**src/rtl/abrf_pkg.sv**
```systemverilog
`default_nettype none
// ----------------------------------------------------------------------------
// abrf_pkg
// Shared types and default sizes for the absolute binary record framer.
// ----------------------------------------------------------------------------
package abrf_pkg;

	localparam int WORD_W = 16;
	localparam int BLOCK_WORDS_DEF = 27;
	localparam int TRAILER_WORDS_DEF = 10;

	typedef logic [WORD_W-1:0] word_t;

	localparam logic KIND_DATA = 1'b0;
	localparam logic KIND_FINISH = 1'b1;

endpackage
`default_nettype wire

```
**src/rtl/abrf_if.sv**
```systemverilog
`default_nettype none
// ----------------------------------------------------------------------------
// abrf_in_if / abrf_out_if
// Valid/ready channels for input items and for output record words.
// ----------------------------------------------------------------------------
interface abrf_in_if;
	import abrf_pkg::*;

	logic  valid;
	logic  ready;
	logic  kind;
	word_t address;
	word_t data;

	modport source (output valid, output kind, output address, output data, input ready);
	modport sink (input valid, input kind, input address, input data, output ready);
endinterface

interface abrf_out_if;
	import abrf_pkg::*;

	logic  valid;
	logic  ready;
	word_t record_word;
	logic  last;

	modport source (output valid, output record_word, output last, input ready);
	modport sink (input valid, input record_word, input last, output ready);
endinterface
`default_nettype wire

```
**src/rtl/abrf_ram.sv**
```systemverilog
`default_nettype none
// ----------------------------------------------------------------------------
// abrf_ram
// Generic single-write, single-read RAM with a registered, enabled read port.
// ----------------------------------------------------------------------------
module abrf_ram #(
	parameter int WIDTH = 16,
	parameter int DEPTH = 27,
	localparam int AW = (DEPTH > 1) ? $clog2(DEPTH) : 1
) (
	input  wire logic             clk,
	input  wire logic             we,
	input  wire logic [AW-1:0]    waddr,
	input  wire logic [WIDTH-1:0] wdata,
	input  wire logic             re,
	input  wire logic [AW-1:0]    raddr,
	output logic      [WIDTH-1:0] rdata
);

	logic [WIDTH-1:0] mem [DEPTH];

	always_ff @(posedge clk) begin
		if (we) begin
			mem[waddr] <= wdata;
		end
		if (re) begin
			rdata <= mem[raddr];
		end
	end

endmodule
`default_nettype wire

```
**src/rtl/absolute_binary_record_framer.sv**
```systemverilog
`default_nettype none
// ----------------------------------------------------------------------------
// absolute_binary_record_framer
// Packs address/data items into absolute binary loader records with a
// header, start address, data words and checksum, plus a zero trailer.
// ----------------------------------------------------------------------------
// A data word that is only buffered keeps the block idle; it is ready again next cycle.
// A record of N words leaves as N+3 transactions, one per cycle while the output is not stalled.
// A word that breaks the run is placed in the cycle after the checksum has been loaded.
// A finish item adds TRAILER_WORDS zero words at one per cycle unless the output stalls; the
// output register holds a waiting word while the sequencer stays stalled on the output side.
// Reset clears the count, start address and sequencer; the buffer RAM is not cleared.
module absolute_binary_record_framer #(
	parameter int BLOCK_WORDS = abrf_pkg::BLOCK_WORDS_DEF,
	parameter int TRAILER_WORDS = abrf_pkg::TRAILER_WORDS_DEF
) (
	input wire logic   clk,
	input wire logic   arst_n,
	abrf_in_if.sink    items,
	abrf_out_if.source words
);
	import abrf_pkg::*;

	localparam int AW = (BLOCK_WORDS > 1) ? $clog2(BLOCK_WORDS) : 1;
	localparam int CW = $clog2(BLOCK_WORDS + 1);
	localparam int TRW = (TRAILER_WORDS > 1) ? $clog2(TRAILER_WORDS) : 1;

	typedef enum logic [2:0] {
		ST_IDLE,
		ST_HDR,
		ST_ADDR,
		ST_DATA,
		ST_CHK,
		ST_PLACE,
		ST_TRAIL
	} state_t;

	state_t          state_q;
	logic            kind_q;
	logic            place_q;
	word_t           addr_q;
	word_t           data_q;
	word_t           start_q;
	word_t           sum_q;
	logic [CW-1:0]   cnt_q;
	logic [AW-1:0]   rd_idx_q;
	logic [TRW-1:0]  tr_q;
	logic            out_v_q;
	word_t           out_word_q;
	logic            out_last_q;

	logic            accept;
	logic            adv;
	logic            out_load;
	logic            mismatch;
	logic            place_go;
	word_t           pl_addr;
	word_t           pl_data;
	word_t           pl_sum;
	logic [CW-1:0]   pl_cnt;
	logic            pl_full;
	logic            last_idx;
	logic            tr_last;
	logic            ram_re;
	logic [AW-1:0]   ram_raddr;
	word_t           ram_rdata;

	assign items.ready = (state_q == ST_IDLE);
	assign accept = items.valid && items.ready;
	assign adv = !out_v_q || words.ready;
	assign out_load = adv && ((state_q == ST_HDR) || (state_q == ST_ADDR) ||
		(state_q == ST_DATA) || (state_q == ST_CHK) || (state_q == ST_TRAIL));

	assign words.valid = out_v_q;
	assign words.record_word = out_word_q;
	assign words.last = out_last_q;

	assign mismatch = (cnt_q != '0) &&
		(word_t'(start_q + word_t'(cnt_q)) != items.address);

	assign place_go = (accept && items.kind == KIND_DATA && !mismatch) ||
		(state_q == ST_PLACE);
	assign pl_addr = (state_q == ST_PLACE) ? addr_q : items.address;
	assign pl_data = (state_q == ST_PLACE) ? data_q : items.data;
	assign pl_sum = (cnt_q == '0) ? word_t'(pl_addr + pl_data) : word_t'(sum_q + pl_data);
	assign pl_cnt = cnt_q + CW'(1);
	assign pl_full = (pl_cnt == CW'(BLOCK_WORDS));

	assign last_idx = (CW'(rd_idx_q) == cnt_q - CW'(1));
	assign tr_last = (tr_q == TRW'(TRAILER_WORDS - 1));

	always_comb begin
		ram_re = 1'b0;
		ram_raddr = '0;
		if (state_q == ST_HDR && adv) begin
			ram_re = 1'b1;
		end else if (state_q == ST_DATA && adv && !last_idx) begin
			ram_re = 1'b1;
			ram_raddr = rd_idx_q + AW'(1);
		end
	end

	abrf_ram #(
		.WIDTH(WORD_W),
		.DEPTH(BLOCK_WORDS)
	) u_buffer (
		.clk  (clk),
		.we   (place_go),
		.waddr(cnt_q[AW-1:0]),
		.wdata(pl_data),
		.re   (ram_re),
		.raddr(ram_raddr),
		.rdata(ram_rdata)
	);

	always_ff @(posedge clk or negedge arst_n) begin
		if (!arst_n) begin
			state_q <= ST_IDLE;
			kind_q <= KIND_DATA;
			place_q <= 1'b0;
			addr_q <= '0;
			data_q <= '0;
			start_q <= '0;
			sum_q <= '0;
			cnt_q <= '0;
			rd_idx_q <= '0;
			tr_q <= '0;
			out_v_q <= 1'b0;
			out_word_q <= '0;
			out_last_q <= 1'b0;
		end else begin
			if (out_load) begin
				out_v_q <= 1'b1;
			end else if (words.ready) begin
				out_v_q <= 1'b0;
			end
			if (place_go) begin
				start_q <= (cnt_q == '0) ? pl_addr : start_q;
				sum_q <= pl_sum;
				cnt_q <= pl_cnt;
			end
			unique case (state_q)
				ST_IDLE: begin
					if (accept) begin
						kind_q <= items.kind;
						addr_q <= items.address;
						data_q <= items.data;
						place_q <= 1'b0;
						tr_q <= '0;
						if (items.kind == KIND_FINISH) begin
							if (cnt_q != '0) begin
								state_q <= ST_HDR;
							end else if (TRAILER_WORDS > 0) begin
								state_q <= ST_TRAIL;
							end
						end else if (mismatch) begin
							place_q <= 1'b1;
							state_q <= ST_HDR;
						end else if (pl_full) begin
							state_q <= ST_HDR;
						end
					end
				end
				ST_HDR: begin
					if (adv) begin
						out_word_q <= {8'(cnt_q), 8'h00};
						out_last_q <= 1'b0;
						rd_idx_q <= '0;
						state_q <= ST_ADDR;
					end
				end
				ST_ADDR: begin
					if (adv) begin
						out_word_q <= start_q;
						out_last_q <= 1'b0;
						state_q <= ST_DATA;
					end
				end
				ST_DATA: begin
					if (adv) begin
						out_word_q <= ram_rdata;
						out_last_q <= 1'b0;
						if (last_idx) begin
							state_q <= ST_CHK;
						end else begin
							rd_idx_q <= rd_idx_q + AW'(1);
						end
					end
				end
				ST_CHK: begin
					if (adv) begin
						out_word_q <= sum_q;
						out_last_q <= !(kind_q == KIND_FINISH && TRAILER_WORDS > 0);
						cnt_q <= '0;
						if (kind_q == KIND_FINISH) begin
							state_q <= (TRAILER_WORDS > 0) ? ST_TRAIL : ST_IDLE;
						end else if (place_q) begin
							state_q <= ST_PLACE;
						end else begin
							state_q <= ST_IDLE;
						end
					end
				end
				ST_PLACE: begin
					place_q <= 1'b0;
					state_q <= pl_full ? ST_HDR : ST_IDLE;
				end
				ST_TRAIL: begin
					if (adv) begin
						out_word_q <= '0;
						out_last_q <= tr_last;
						if (tr_last) begin
							state_q <= ST_IDLE;
						end else begin
							tr_q <= tr_q + TRW'(1);
						end
					end
				end
				default: begin
					state_q <= ST_IDLE;
				end
			endcase
		end
	end

	a_idle_count: assert property (@(posedge clk) disable iff (!arst_n)
		state_q == ST_IDLE |-> cnt_q < CW'(BLOCK_WORDS))
		else $error("buffer count reached a full block while idle");

	a_finish_flush: assert property (@(posedge clk) disable iff (!arst_n)
		accept && items.kind == KIND_FINISH && cnt_q != '0 |=> state_q == ST_HDR)
		else $error("finish with pending words did not start a record");

	a_read_index: assert property (@(posedge clk) disable iff (!arst_n)
		state_q == ST_DATA |-> CW'(rd_idx_q) < cnt_q)
		else $error("buffer read beyond the pending words");

	a_place_empty: assert property (@(posedge clk) disable iff (!arst_n)
		state_q == ST_PLACE |-> cnt_q == '0)
		else $error("deferred word placed into a non-empty buffer");

endmodule
`default_nettype wire
```
**src/flat_wrapper.sv**
```systemverilog
// flat-port wrapper written by rule: the top's interface ports become plain ports
module absolute_binary_record_framer_flat import abrf_pkg::*;
#(
	parameter int BLOCK_WORDS = abrf_pkg::BLOCK_WORDS_DEF,
	parameter int TRAILER_WORDS = abrf_pkg::TRAILER_WORDS_DEF
)
  (clk, arst_n, items_valid, items_kind, items_address, items_data, items_ready, words_valid, words_record_word, words_last, words_ready);
  abrf_in_if items_i ();
  abrf_out_if words_i ();
  input wire logic clk;
  input wire logic arst_n;
  input wire logic [$bits(items_i.valid)-1:0] items_valid;
  input wire logic [$bits(items_i.kind)-1:0] items_kind;
  input wire logic [$bits(items_i.address)-1:0] items_address;
  input wire logic [$bits(items_i.data)-1:0] items_data;
  output wire logic [$bits(items_i.ready)-1:0] items_ready;
  output wire logic [$bits(words_i.valid)-1:0] words_valid;
  output wire logic [$bits(words_i.record_word)-1:0] words_record_word;
  output wire logic [$bits(words_i.last)-1:0] words_last;
  input wire logic [$bits(words_i.ready)-1:0] words_ready;
  assign items_i.valid = items_valid;
  assign items_i.kind = items_kind;
  assign items_i.address = items_address;
  assign items_i.data = items_data;
  assign items_ready = items_i.ready;
  assign words_valid = words_i.valid;
  assign words_record_word = words_i.record_word;
  assign words_last = words_i.last;
  assign words_i.ready = words_ready;
  absolute_binary_record_framer #(.BLOCK_WORDS(BLOCK_WORDS), .TRAILER_WORDS(TRAILER_WORDS)) u_core (.clk(clk), .arst_n(arst_n), .items(items_i), .words(words_i));
endmodule
```
**config.mk**
```make
export PLATFORM = sky130hd
export DESIGN_NAME = absolute_binary_record_framer_flat
export DESIGN_NICKNAME = d
export VERILOG_FILES = /design/src/rtl/abrf_pkg.sv /design/src/rtl/abrf_if.sv /design/src/rtl/abrf_ram.sv /design/src/rtl/absolute_binary_record_framer.sv /design/src/flat_wrapper.sv
export SDC_FILE = /design/constraint.sdc
export NUM_CORES = 1
export LEC_CHECK = 0
export BUFFER_PORTS_ARGS = -buffer_cell sky130_fd_sc_hd__buf_2
export CAP_MARGIN = 15
export CELL_PAD_IN_SITES_DETAIL_PLACEMENT = 0
export CELL_PAD_IN_SITES_GLOBAL_PLACEMENT = 1
export CORE_UTILIZATION = 33
export CTS_CLUSTER_SIZE = 25
export DETAILED_ROUTE_END_ITERATION = 7
export PLACE_DENSITY = 0.56
export REMOVE_ABC_BUFFERS = 1
export SYNTH_ARGS = -nofsm -noshare
export SYNTH_HDL_FRONTEND = slang
export SYNTH_HIERARCHICAL = 1
export SYNTH_SLANG_ARGS = --single-unit
```
**constraint.sdc**
```tcl
create_clock -name clk -period 4.5 [get_ports clk]
set_input_delay 0.225 -clock clk [delete_from_list [all_inputs] [get_ports clk]]
set_output_delay 0.225 -clock clk [all_outputs]
set_load 0.02 [all_outputs]
```
==> out/qor.txt, run 1 <==
Worst-path maximum fanout - 16
Final worst slack - 0.204 ns
Sequential share of the synthesized area - 68.1%
CTS max path bufs - 3
Core Area - 0.0701 mm2
Synth warnings - 6
Max-slew headroom - 21.0%
WHS - 0.118 ns
CTS root buf - clkbuf_16
Mapped Cells - 1470
ANT cells - 0
Per-cell routed wire length - 22.2 um
Largest family of logic cells by synthesized area - multiplexers
1st-iter DRT viols - 970
Post-synthesis register bit count - 549
Clock Latency Late Sink - 0.66 ns
Pwr/cell area - 582 mW/mm2
Number of global-route vias before repair - 13700
VDD IR max - 0.000316 V
Crit start category - flop
Clk_skew - 0.0475 ns
I/O Buffers - 55
Syn Area/Cell - 16.0 um2
Max Slew Vio Count - 0
Worst Tran Pin Value - 1.18 ns
Setup CP Type - reg -> reg
Cell count after placement - 2503
Post-synthesis cell area - 0.0235 mm2
CP required - 4.81 ns
HP Class - in -> reg
Row count - 97
FFs w/ async S/R, synth - 18.4%
Max-cap violations - 0
Number of synthesized flops with an enable pin - 448
Initial Util - 33.4%
Clock sink count - 549
Clock slew at reported path FFs - 0.06 ns
Chip height - 269 um
RSZ-0062 raised after global routing - no
Mux cell area share after synthesis - 15.4%
CTS H-tree depth - 2
Outcome - finished clean
GRT Total Usage - 16.7%
Initial antenna violation count - 4
IO Pins - 56
DP Worst Slack - 0.0949 ns
CP endpoint kind - flop
Vias - 13200
Top_reg_cell synth - edfxtp_1
Final hold violations - 0
Total CTS buffers - 59
Post-Synth Simple-Gate Area - 6.99%
Drt via density - 4.98
FMAX - 233 MHz
Cell taking the most area after synthesis - edfxtp_1
Top cell type's share of synthesized area - 57.3%
Post-Synth Adder-Cell Area - 1.56%
Drt first pass iters - 5
Full die area - 0.0722 mm2
Total Power - 0.0164 W
Xor/xnor share of the synthesized area - 1.69%
Setup violators final - 0
P&R area growth vs syn - 20.0%
Data arrival, critical path - 4.61 ns
GR Overflow Total - 0
Fin cells - 2647
Total leakage power - 9.86 nW
Routed Wire Length - 58900 um
First-pass GRT wire length - 88800 um
Final GP Congestion - 0.803
Synth unique cells - 62
TritonCTS clock tree - yes
Largest net degree at the start of global routing - 63
ANT nets after route - 0
Final Cycle Share - 95.5%
Post-DP HPWL - 40700 um
Nets - 1724
Drt drc - 0
Share of layout cells above drive strength 1 - 27.1%
Top cells by area, synth - edfxtp_1 (57%), mux4_2 (12%), dfrtp_1 (11%)
Minimum clock period - 4.30 ns
Final sum of negative setup slack - 0 ns
Compound-Gate Fraction of Synth Area - 4.51%
Die width - 269 um
==> registers in the layout (all words and copies together) (netlist names) <==
name,cells
u_core/u_buffer/mem,432
u_core/words.record_word,16
u_core/rd_idx_q,5
u_core/data_q,16
u_core/place_q,1
u_core/start_q,16
u_core/u_buffer/rdata,16
u_core/words.last,1
u_core/addr_q,16
u_core/state_q,3
u_core/kind_q,1
u_core/tr_q,4
u_core/words.valid,1
u_core/sum_q,16
u_core/cnt_q,5
==> final timing paths <==
path	startpoint	end	slack, ns	cells past startpoint
worst max-delay path	u_core/start_q[0]	u_core/u_buffer/mem[8][0]	0.20	13
worst min-delay path	items_valid	u_core/tr_q[1]	0.12	5
worst max register to register	u_core/start_q[0]	u_core/u_buffer/mem[8][0]	0.20	13
worst min register to register	u_core/words.record_word[11]	u_core/words.record_word[11]	0.47	2
max in group asynchronous	arst_n	u_core/rd_idx_q[4]	3.13	3
min in group asynchronous	arst_n	u_core/data_q[9]	0.24	2
==> per-stage QoR <==
| stage | instance area [um2] | util, % |
|---|---|---|
| finish | 28200 | 40.1 |
| global route | 28200 | 40.1 |
| CTS | 28100 | 40.1 |
| detailed placement | 25800 | 36.7 |
| global placement | 25800 | 36.7 |
| floorplan | 23100 | - |
==> layer usage <==
layer | global-route usage [%] | vias up | wire, um
met5 | 0 | - | 0
met4 | 4.64 | 0 | 1430
met3 | 2.30 | 86 | 2220
met2 | 28.3 | 253 | 28900
met1 | 22.5 | 6829 | 26400
li1 | - | 6017 | -
==> where the power goes <==
| group | leakage (nW) | switching (W) | internal [W] |
|---|---|---|---|
| combinational | 3.58 | 0.00285 | 0.00201 |
| clock | 0.971 | 0.00205 | 0.00288 |
| sequential | 5.31 | 0.000374 | 0.00623 |
==> Yosys cell counts, types with 6 or more instances <==
cell type / instances
nand2_1: 207
nand3b_1: 9
xnor2_1: 19
a21o_1: 12
nor2b_1: 6
buf_1: 8
mux2i_1: 29
buf_4: 7
mux2_2: 40
dfrtp_1: 101
clkbuf_1: 53
o21ai_0: 62
mux4_2: 128
a21oi_1: 65
nand3_1: 13
inv_1: 17
ha_1: 26
nor3_1: 9
edfxtp_1: 448
nand4_1: 6
and3_1: 8
nor2_1: 95
xor2_1: 23
==> worst max-delay path, stage by stage (launching register included) <==
cell       delay [ns]
dfrtp_1          0.40
ha_1             0.23
fa_1             0.45
a21o_1           0.20
and4_4           0.20
or4_1            0.53
a211o_1          0.29
a2111oi_2        0.29
a31oi_1          0.15
o21a_2           0.23
clkinv_1         0.16
or3b_4           0.49
nor2_1           0.16
buf_6            0.22
==> kinds of logic after synthesis <==
logic type      after synthesis
mux                         197
flops                       549
compound gates              179
buf+inv                      93
xor+xnor                     43
fa+ha+maj                    28
simple gates                381
==> area by class of cell <==
class | count | area [um2]
Fill cell | 6499 | 42000
Sequential cell | 549 | 16000
Clock inverter | 39 | 440
Tap cell | 940 | 1180
Inverter | 19 | 71.3
Multi-Input combinational cell | 828 | 7190
Timing Repair Buffer | 202 | 1740
Clock buffer | 70 | 1560
==> timing repair <==
item,in CTS,in global routing
hold buffers,34,0
resized for setup,0,10
hold endpoints to repair,96,0
endpoints found under the setup margin,0,176
buffers inserted,0,1
==> placed cells by master, fill, tap and decap left out, types with 6 or more instances in the layout <==
| master | Yosys | final |
|---|---|---|
| dfrtp_1 | 101 | 101 |
| ha_1 | 26 | 26 |
| buf_12 | 0 | 21 |
| bufinv_16 | 0 | 7 |
| a21o_1 | 12 | 12 |
| clkinv_1 | 2 | 12 |
| buf_2 | 4 | 54 |
| mux4_2 | 128 | 128 |
| a21oi_1 | 65 | 65 |
| nand4_1 | 6 | 6 |
| nor2_1 | 95 | 74 |
| o21ai_0 | 62 | 62 |
| buf_4 | 7 | 90 |
| nor2_2 | 0 | 17 |
| nand3b_1 | 9 | 9 |
| xnor2_1 | 19 | 19 |
| nor3_1 | 9 | 9 |
| clkbuf_1 | 53 | 7 |
| nand3_1 | 13 | 12 |
| and3_1 | 8 | 7 |
| mux2_2 | 40 | 40 |
| clkinv_2 | 0 | 13 |
| mux2i_1 | 29 | 29 |
| edfxtp_1 | 448 | 448 |
| xor2_1 | 23 | 23 |
| dlygate4sd3_1 | 0 | 34 |
| clkbuf_16 | 0 | 59 |
| nand2_1 | 207 | 207 |
| inv_1 | 17 | 17 |
Power figures use the tool's default switching activity.
==> inputs of run 2 (changes only) <==
PLACE_DENSITY = 0.52   (was 0.56)
==> run 2 against run 1 <==
- via count decreased by 0.78%
- critical path depth did not move
- register-to-register slack gained 0.04 ns
- final cell count about the same
- highest routed layer unchanged
- non-clock buffer count decreased by 6
- setup slack better by 0.036 ns
- utilization decreased by 0.20 points
- routed wire length about the same
- die area is the same
- sequential cell count stayed put
- clock skew shrank 0.0087 ns
- largest power group unchanged
- hold slack improved by 0.0094 ns
==> out/qor.txt, run 2 (synthesis gave the netlist of run 1 again) <==
Initial Util - 33.4%
Clock Latency Late Sink - 0.65 ns
Final Cycle Share - 94.7%
IO Pins - 56
Clock slew at reported path FFs - 0.06 ns
Largest net degree at the start of global routing - 58
Max-slew headroom - 33.4%
GR Util met1 - 23.0%
P&R area growth vs syn - 19.4%
Filler Cell Count - 6552
VDD IR max - 0.000337 V
Pwr/cell area - 577 mW/mm2
1st-iter DRT viols - 971
Grt met3 use - 2.13%
HP Class - in -> reg
Max reg flops - 432
Crit start category - flop
Total leakage power - 9.79 nW
Full die area - 0.0722 mm2
Worst-path maximum fanout - 16
Grt met2 use - 28.2%
FMAX - 235 MHz
Sequential share of power - 40.9%
Max-cap violations - 0
Sw Pwr - 0.00519 W
CTS root buf - clkbuf_16
Final hold violations - 0
Worst Tran Pin Value - 0.991 ns
Number of global-route vias before repair - 13400
RSZ-0062 raised after global routing - no
Initial antenna violation count - 1
Clock Power Share - 29.9%
Most crowded layer after global routing - met2
Setup slack, reg-to-reg - 0.24 ns
Final GP Congestion - 0.823
CTS H-tree depth - 2
Max Slew Vio Count - 0
Logic pwr share - 29.2%
Commonest non-fill, non-tap cells in the layout - edfxtp_1 (448), nand2_1 (207), mux4_2 (128)
Routed Wire Length - 58900 um
First-pass GRT wire length - 88600 um
Minimum clock period - 4.26 ns
CP endpoint kind - flop
Setup violators final - 0
Drt via density - 4.95
ANT nets after route - 0
CP required - 4.83 ns
Power Internal - 0.0110 W
Per-cell routed wire length - 22.3 um
Outcome - finished clean
Post-DP HPWL - 39600 um
GR Overflow Total - 0
Drt first pass iters - 5
GRT Total Usage - 16.8%
Biggest register - u_core/u_buffer/mem
Nets - 1719
Share of layout cells above drive strength 1 - 25.9%
Data arrival, critical path - 4.59 ns
Chip height - 269 um
Total Power - 0.0162 W
Sw frac - 32.1%
Setup CP Type - reg -> reg
ANT cells - 0
TritonCTS clock tree - yes
Commonest non-fill, non-tap cell in the layout - edfxtp_1
Vias - 13100
Clk_skew - 0.0388 ns
Row count - 97
Drt drc - 0
Total CTS buffers - 60
Die width - 269 um
WHS - 0.128 ns
Core Area - 0.0701 mm2
Clock sink count - 549
I/O Buffers - 55
CTS max path bufs - 3
## run 2: critical path: stages (launching register included)
cell and delay (ns):
dfrtp_1 0.40, ha_1 0.23, fa_1 0.44, a21o_1 0.20
and4_4 0.20, or4_1 0.53, a211o_1 0.28, a2111oi_2 0.28
a31oi_1 0.16, o21a_2 0.23, clkinv_1 0.13, nand3b_1 0.36
nor2_1 0.31, buf_12 0.20
## run 2: per-layer routing
metal / share of wire [%] / up-vias
li1: - / 6026
met1: 45 / 6748
met2: 49 / 238
met3: 3.4 / 70
met4: 2.1 / 0
met5: 0 / -
## run 2: final timing paths
check / cells past startpoint / startpoint / endpoint
setup / recovery: 13 / u_core/start_q[0] / u_core/u_buffer/mem[25][0]
hold / removal: 5 / items_valid / u_core/tr_q[1]
setup reg to reg: 13 / u_core/start_q[0] / u_core/u_buffer/mem[25][0]
hold reg to reg: 2 / u_core/words.record_word[10] / u_core/words.record_word[10]
max in group asynchronous: 3 / arst_n / u_core/start_q[7]
min in group asynchronous: 2 / arst_n / u_core/addr_q[1]
## run 2: layout make-up
cell class	count	area [um2]	share of cell area, %
clock inverters	38	383	1.37
inverters	19	71.3	0.255
clock buffers	75	1560	5.56
well taps	940	1180	4.20
flip-flops and latches	549	16000	57.0
repair buffers	196	1670	5.97
multi-input cells	828	7170	25.6
## run 2: through the flow
step           area [um2]  setup slack, ns  setup TNS (ns)  util [%]  std cells
2_1_floorplan       23100            -6.63         -246.94         -       1396
4_1_cts             28000           0.0376               0      39.9       2644
3_5_place_dp        25700           0.0502               0      36.6       2497
6_report            28000            0.240               0      39.9       2645
3_3_place_gp        25700            0.137               0      36.6       2497
5_1_grt             28000           0.0189               0      39.9       2645
## run 2: repair_timing
action / 4_1_cts / 5_1_grt
buffers inserted: 0 / 1
gates resized for setup: 0 / 5
setup endpoints to repair: 0 / 85
hold buffers: 34 / 0
endpoints found under the hold margin: 95 / 0
## run 2: power by group through the flow
stage / logic [W] / clock network (W) / registers (W)
global placement: 0.00471 / 0 / 0.00671
global route: 0.00524 / 0.00517 / 0.00667
CTS: 0.00478 / 0.00499 / 0.00662
finish: 0.00472 / 0.00483 / 0.00661
detailed placement: 0.00474 / 0 / 0.00671
floorplan: 0.00309 / 0 / 0.00670
==> inputs of run 3 (changes only) <==
--- a/config.mk
+++ b/config.mk
@@ -10,8 +10,9 @@
 export CELL_PAD_IN_SITES_DETAIL_PLACEMENT = 0
 export CELL_PAD_IN_SITES_GLOBAL_PLACEMENT = 1
+export CORE_ASPECT_RATIO = 0.6
 export CORE_UTILIZATION = 33
 export CTS_CLUSTER_SIZE = 25
 export DETAILED_ROUTE_END_ITERATION = 7
-export PLACE_DENSITY = 0.52
+export PLACE_DENSITY = 0.65
 export REMOVE_ABC_BUFFERS = 1
 export SYNTH_ARGS = -nofsm -noshare
==> constraint.sdc (replaced) <==
create_clock -name clk -period 4.5 [get_ports clk]
set_input_delay 0.675 -clock clk [delete_from_list [all_inputs] [get_ports clk]]
set_output_delay 0.675 -clock clk [all_outputs]
set_load 0.02 [all_outputs]
==> run 3 against run 2 <==
- die area barely moved
- hold slack improved by 0.13 ns
- final cell count fell by 2.8%
- global-route usage barely moved
- routed wire length rose by 3.5%
- via count rose by 2.7%
- utilization fell by 0.77 points
- power fell by 1.6%
- critical path depth rose by 3
- sequential power rose by 0.6%
- critical endpoint is now u_core/sum_q[15]
- largest cell class unchanged
==> out/qor.txt, run 3 (synthesis gave the netlist of run 1 again) <==
GR Overflow Total - 0
Drt first pass iters - 5
Clk_skew - 0.0429 ns
Clock Latency Late Sink - 0.62 ns
Pwr/cell area - 579 mW/mm2
Commonest non-fill, non-tap cell in the layout - edfxtp_1
Drt drc - 0
CP Launch Point - u_core/cnt_q[0]
First-pass GRT wire length - 89600 um
1st-iter DRT viols - 1386
ANT cells - 0
Final GP Congestion - 0.873
Core Area - 0.0701 mm2
Share of layout cells above drive strength 1 - 26.2%
Drt via density - 5.23
Max reg flops - 432
Sw frac - 33.4%
Chip height - 209 um
Crit start category - flop
Initial antenna violation count - 1
Clock sink count - 549
Full die area - 0.0722 mm2
Total Power - 0.0159 W
P&R area growth vs syn - 17.0%
Die width - 346 um
Clock slew at reported path FFs - 0.07 ns
Final Cycle Share - 94.2%
Commonest non-fill, non-tap cells in the layout - edfxtp_1 (448), nand2_1 (207), mux4_2 (128)
Cell count after placement - 2477
Crit path buf inv count - 2
Per-cell routed wire length - 23.7 um
HP Class - in -> reg
Max-slew headroom - 32.0%
Crit path max-delay family - compound AO/OA/AOI/OAI gates
Logic pwr share - 30.7%
IO Pins - 56
Total leakage power - 9.51 nW
GRT Total Usage - 16.9%
Max Slew Vio Count - 0
Slowest cell on the critical path - a221o_1
Routed Wire Length - 60900 um
Sw Pwr - 0.00531 W
Data arrival, critical path - 4.73 ns
Nets - 1673
CTS max path bufs - 3
Minimum clock period - 4.24 ns
Hold_sp - items_data[14]
VDD IR max - 0.000314 V
Worst path cell trace - inv_1, ha_1, nor3b_2, nor2b_4, buf_4, a21oi_1, ha_1, o21a_1, a211oi_1, nor2_1, a221o_1, a211o_1, a21oi_1, xor2_1, a2111oi_1, nor3_1
Initial Util - 33.5%
Fin cells - 2570
Setup violators final - 0
Vias - 13400
Post-DP HPWL - 42400 um
ANT nets after route - 0
Setup CP Type - reg -> reg
Worst-path maximum fanout - 15
CTS H-tree depth - 2
Max-cap violations - 0
Worst Tran Pin Value - 1.02 ns
Reg2Reg Launch Point - u_core/cnt_q[0]
CTS root buf - clkbuf_16
Final hold violations - 0
I/O Buffers - 55
Biggest register - u_core/u_buffer/mem
Number of global-route vias before repair - 13000
Critical path's largest stage delay - 0.43 ns
Power Internal - 0.0106 W
Outcome - finished clean
FMAX - 236 MHz
Clock Power Share - 27.5%
CP required - 5.00 ns
Largest net degree at the start of global routing - 46
Total CTS buffers - 50
Sequential share of power - 41.8%
Row count - 75
TritonCTS clock tree - yes
CP endpoint kind - flop
[run 3: cell types whose count changed in the layout (fill, tap and decap cells not counted), moves of 2 or more]
cell	delta
clkbuf_16	-9
buf_4	-10
clkbuf_1	-4
clkinv_1	-9
buf_12	+7
dlygate4sd3_1	-33
nor2_1	-4
clkinvlp_4	+2
inv_6	-2
clkinv_2	-2
nor2_2	+4
[run 3: layout make-up]
cell class / count / area (um2)
Timing Repair Buffer: 160 / 1410
Clock buffer: 62 / 1320
Clock inverter: 28 / 342
Sequential cell: 549 / 16000
Inverter: 19 / 71.3
Multi-Input combinational cell: 828 / 7180
Tap cell: 924 / 1160
Fill cell: 6355 / 42600
[run 3: final timing paths]
path                                          end  slack (ns)  cells after the start
worst min register to register  u_core/data_q[10]        0.48                      2
worst min-delay path            u_core/data_q[14]        0.26                      3
worst max-delay path             u_core/sum_q[15]        0.26                     16
min in group asynchronous       u_core/state_q[2]        0.51                      2
worst max register to register   u_core/sum_q[15]        0.26                     16
max in group asynchronous        u_core/data_q[0]        3.06                      3
[run 3: power groups by stage]
stage | Combinational [W] | Clock (W) | Sequential [W]
2_1_floorplan | 0.00309 | 0 | 0.00670
3_3_place_gp | 0.00475 | 0 | 0.00673
3_5_place_dp | 0.00480 | 0 | 0.00674
4_1_cts | 0.00482 | 0.00446 | 0.00664
5_1_grt | 0.00532 | 0.00465 | 0.00669
6_report | 0.00488 | 0.00437 | 0.00665
[run 3: routing by layer]
metal | track usage (%) | wire [um] | vias up | share of wire [%]
li1 | - | - | 5918 | -
met1 | 28.6 | 32000 | 7023 | 53
met2 | 21.3 | 23500 | 441 | 39
met3 | 4.01 | 4800 | 50 | 7.9
met4 | 2.50 | 613 | 0 | 1.0
met5 | 0 | 0 | - | 0
[run 3: worst min-delay path, delay by kind of cell]
family                 cells  cell delay [ns]
AND/OR/NAND/NOR            2             0.09
buffers and inverters      1             0.09
[run 3: what timing repair did]
item / CTS / global route
setup buffers: 0 / 2
hold endpoints to repair: 20 / 0
endpoints found under the setup margin: 0 / 58
resized for setup: 0 / 8
hold buffers: 1 / 0
[run 3: stage by stage]
stage / hold slack, ns / util (%) / worst slack [ns] / setup TNS, ns / cell area (um2)
final: 0.260 / 39.2 / 0.262 / 0 / 27500
after global routing: 0.253 / 39.2 / -0.0338 / -0.0599 / 27500
after CTS: 0.229 / 39.1 / 0.0233 / 0 / 27400
after detailed placement: 0.462 / 36.7 / 0.0522 / 0 / 25700
after global placement: 0.458 / 36.7 / 0.0922 / 0 / 25700
after floorplan: 0.379 / - / -6.63 / -246.94 / 23100
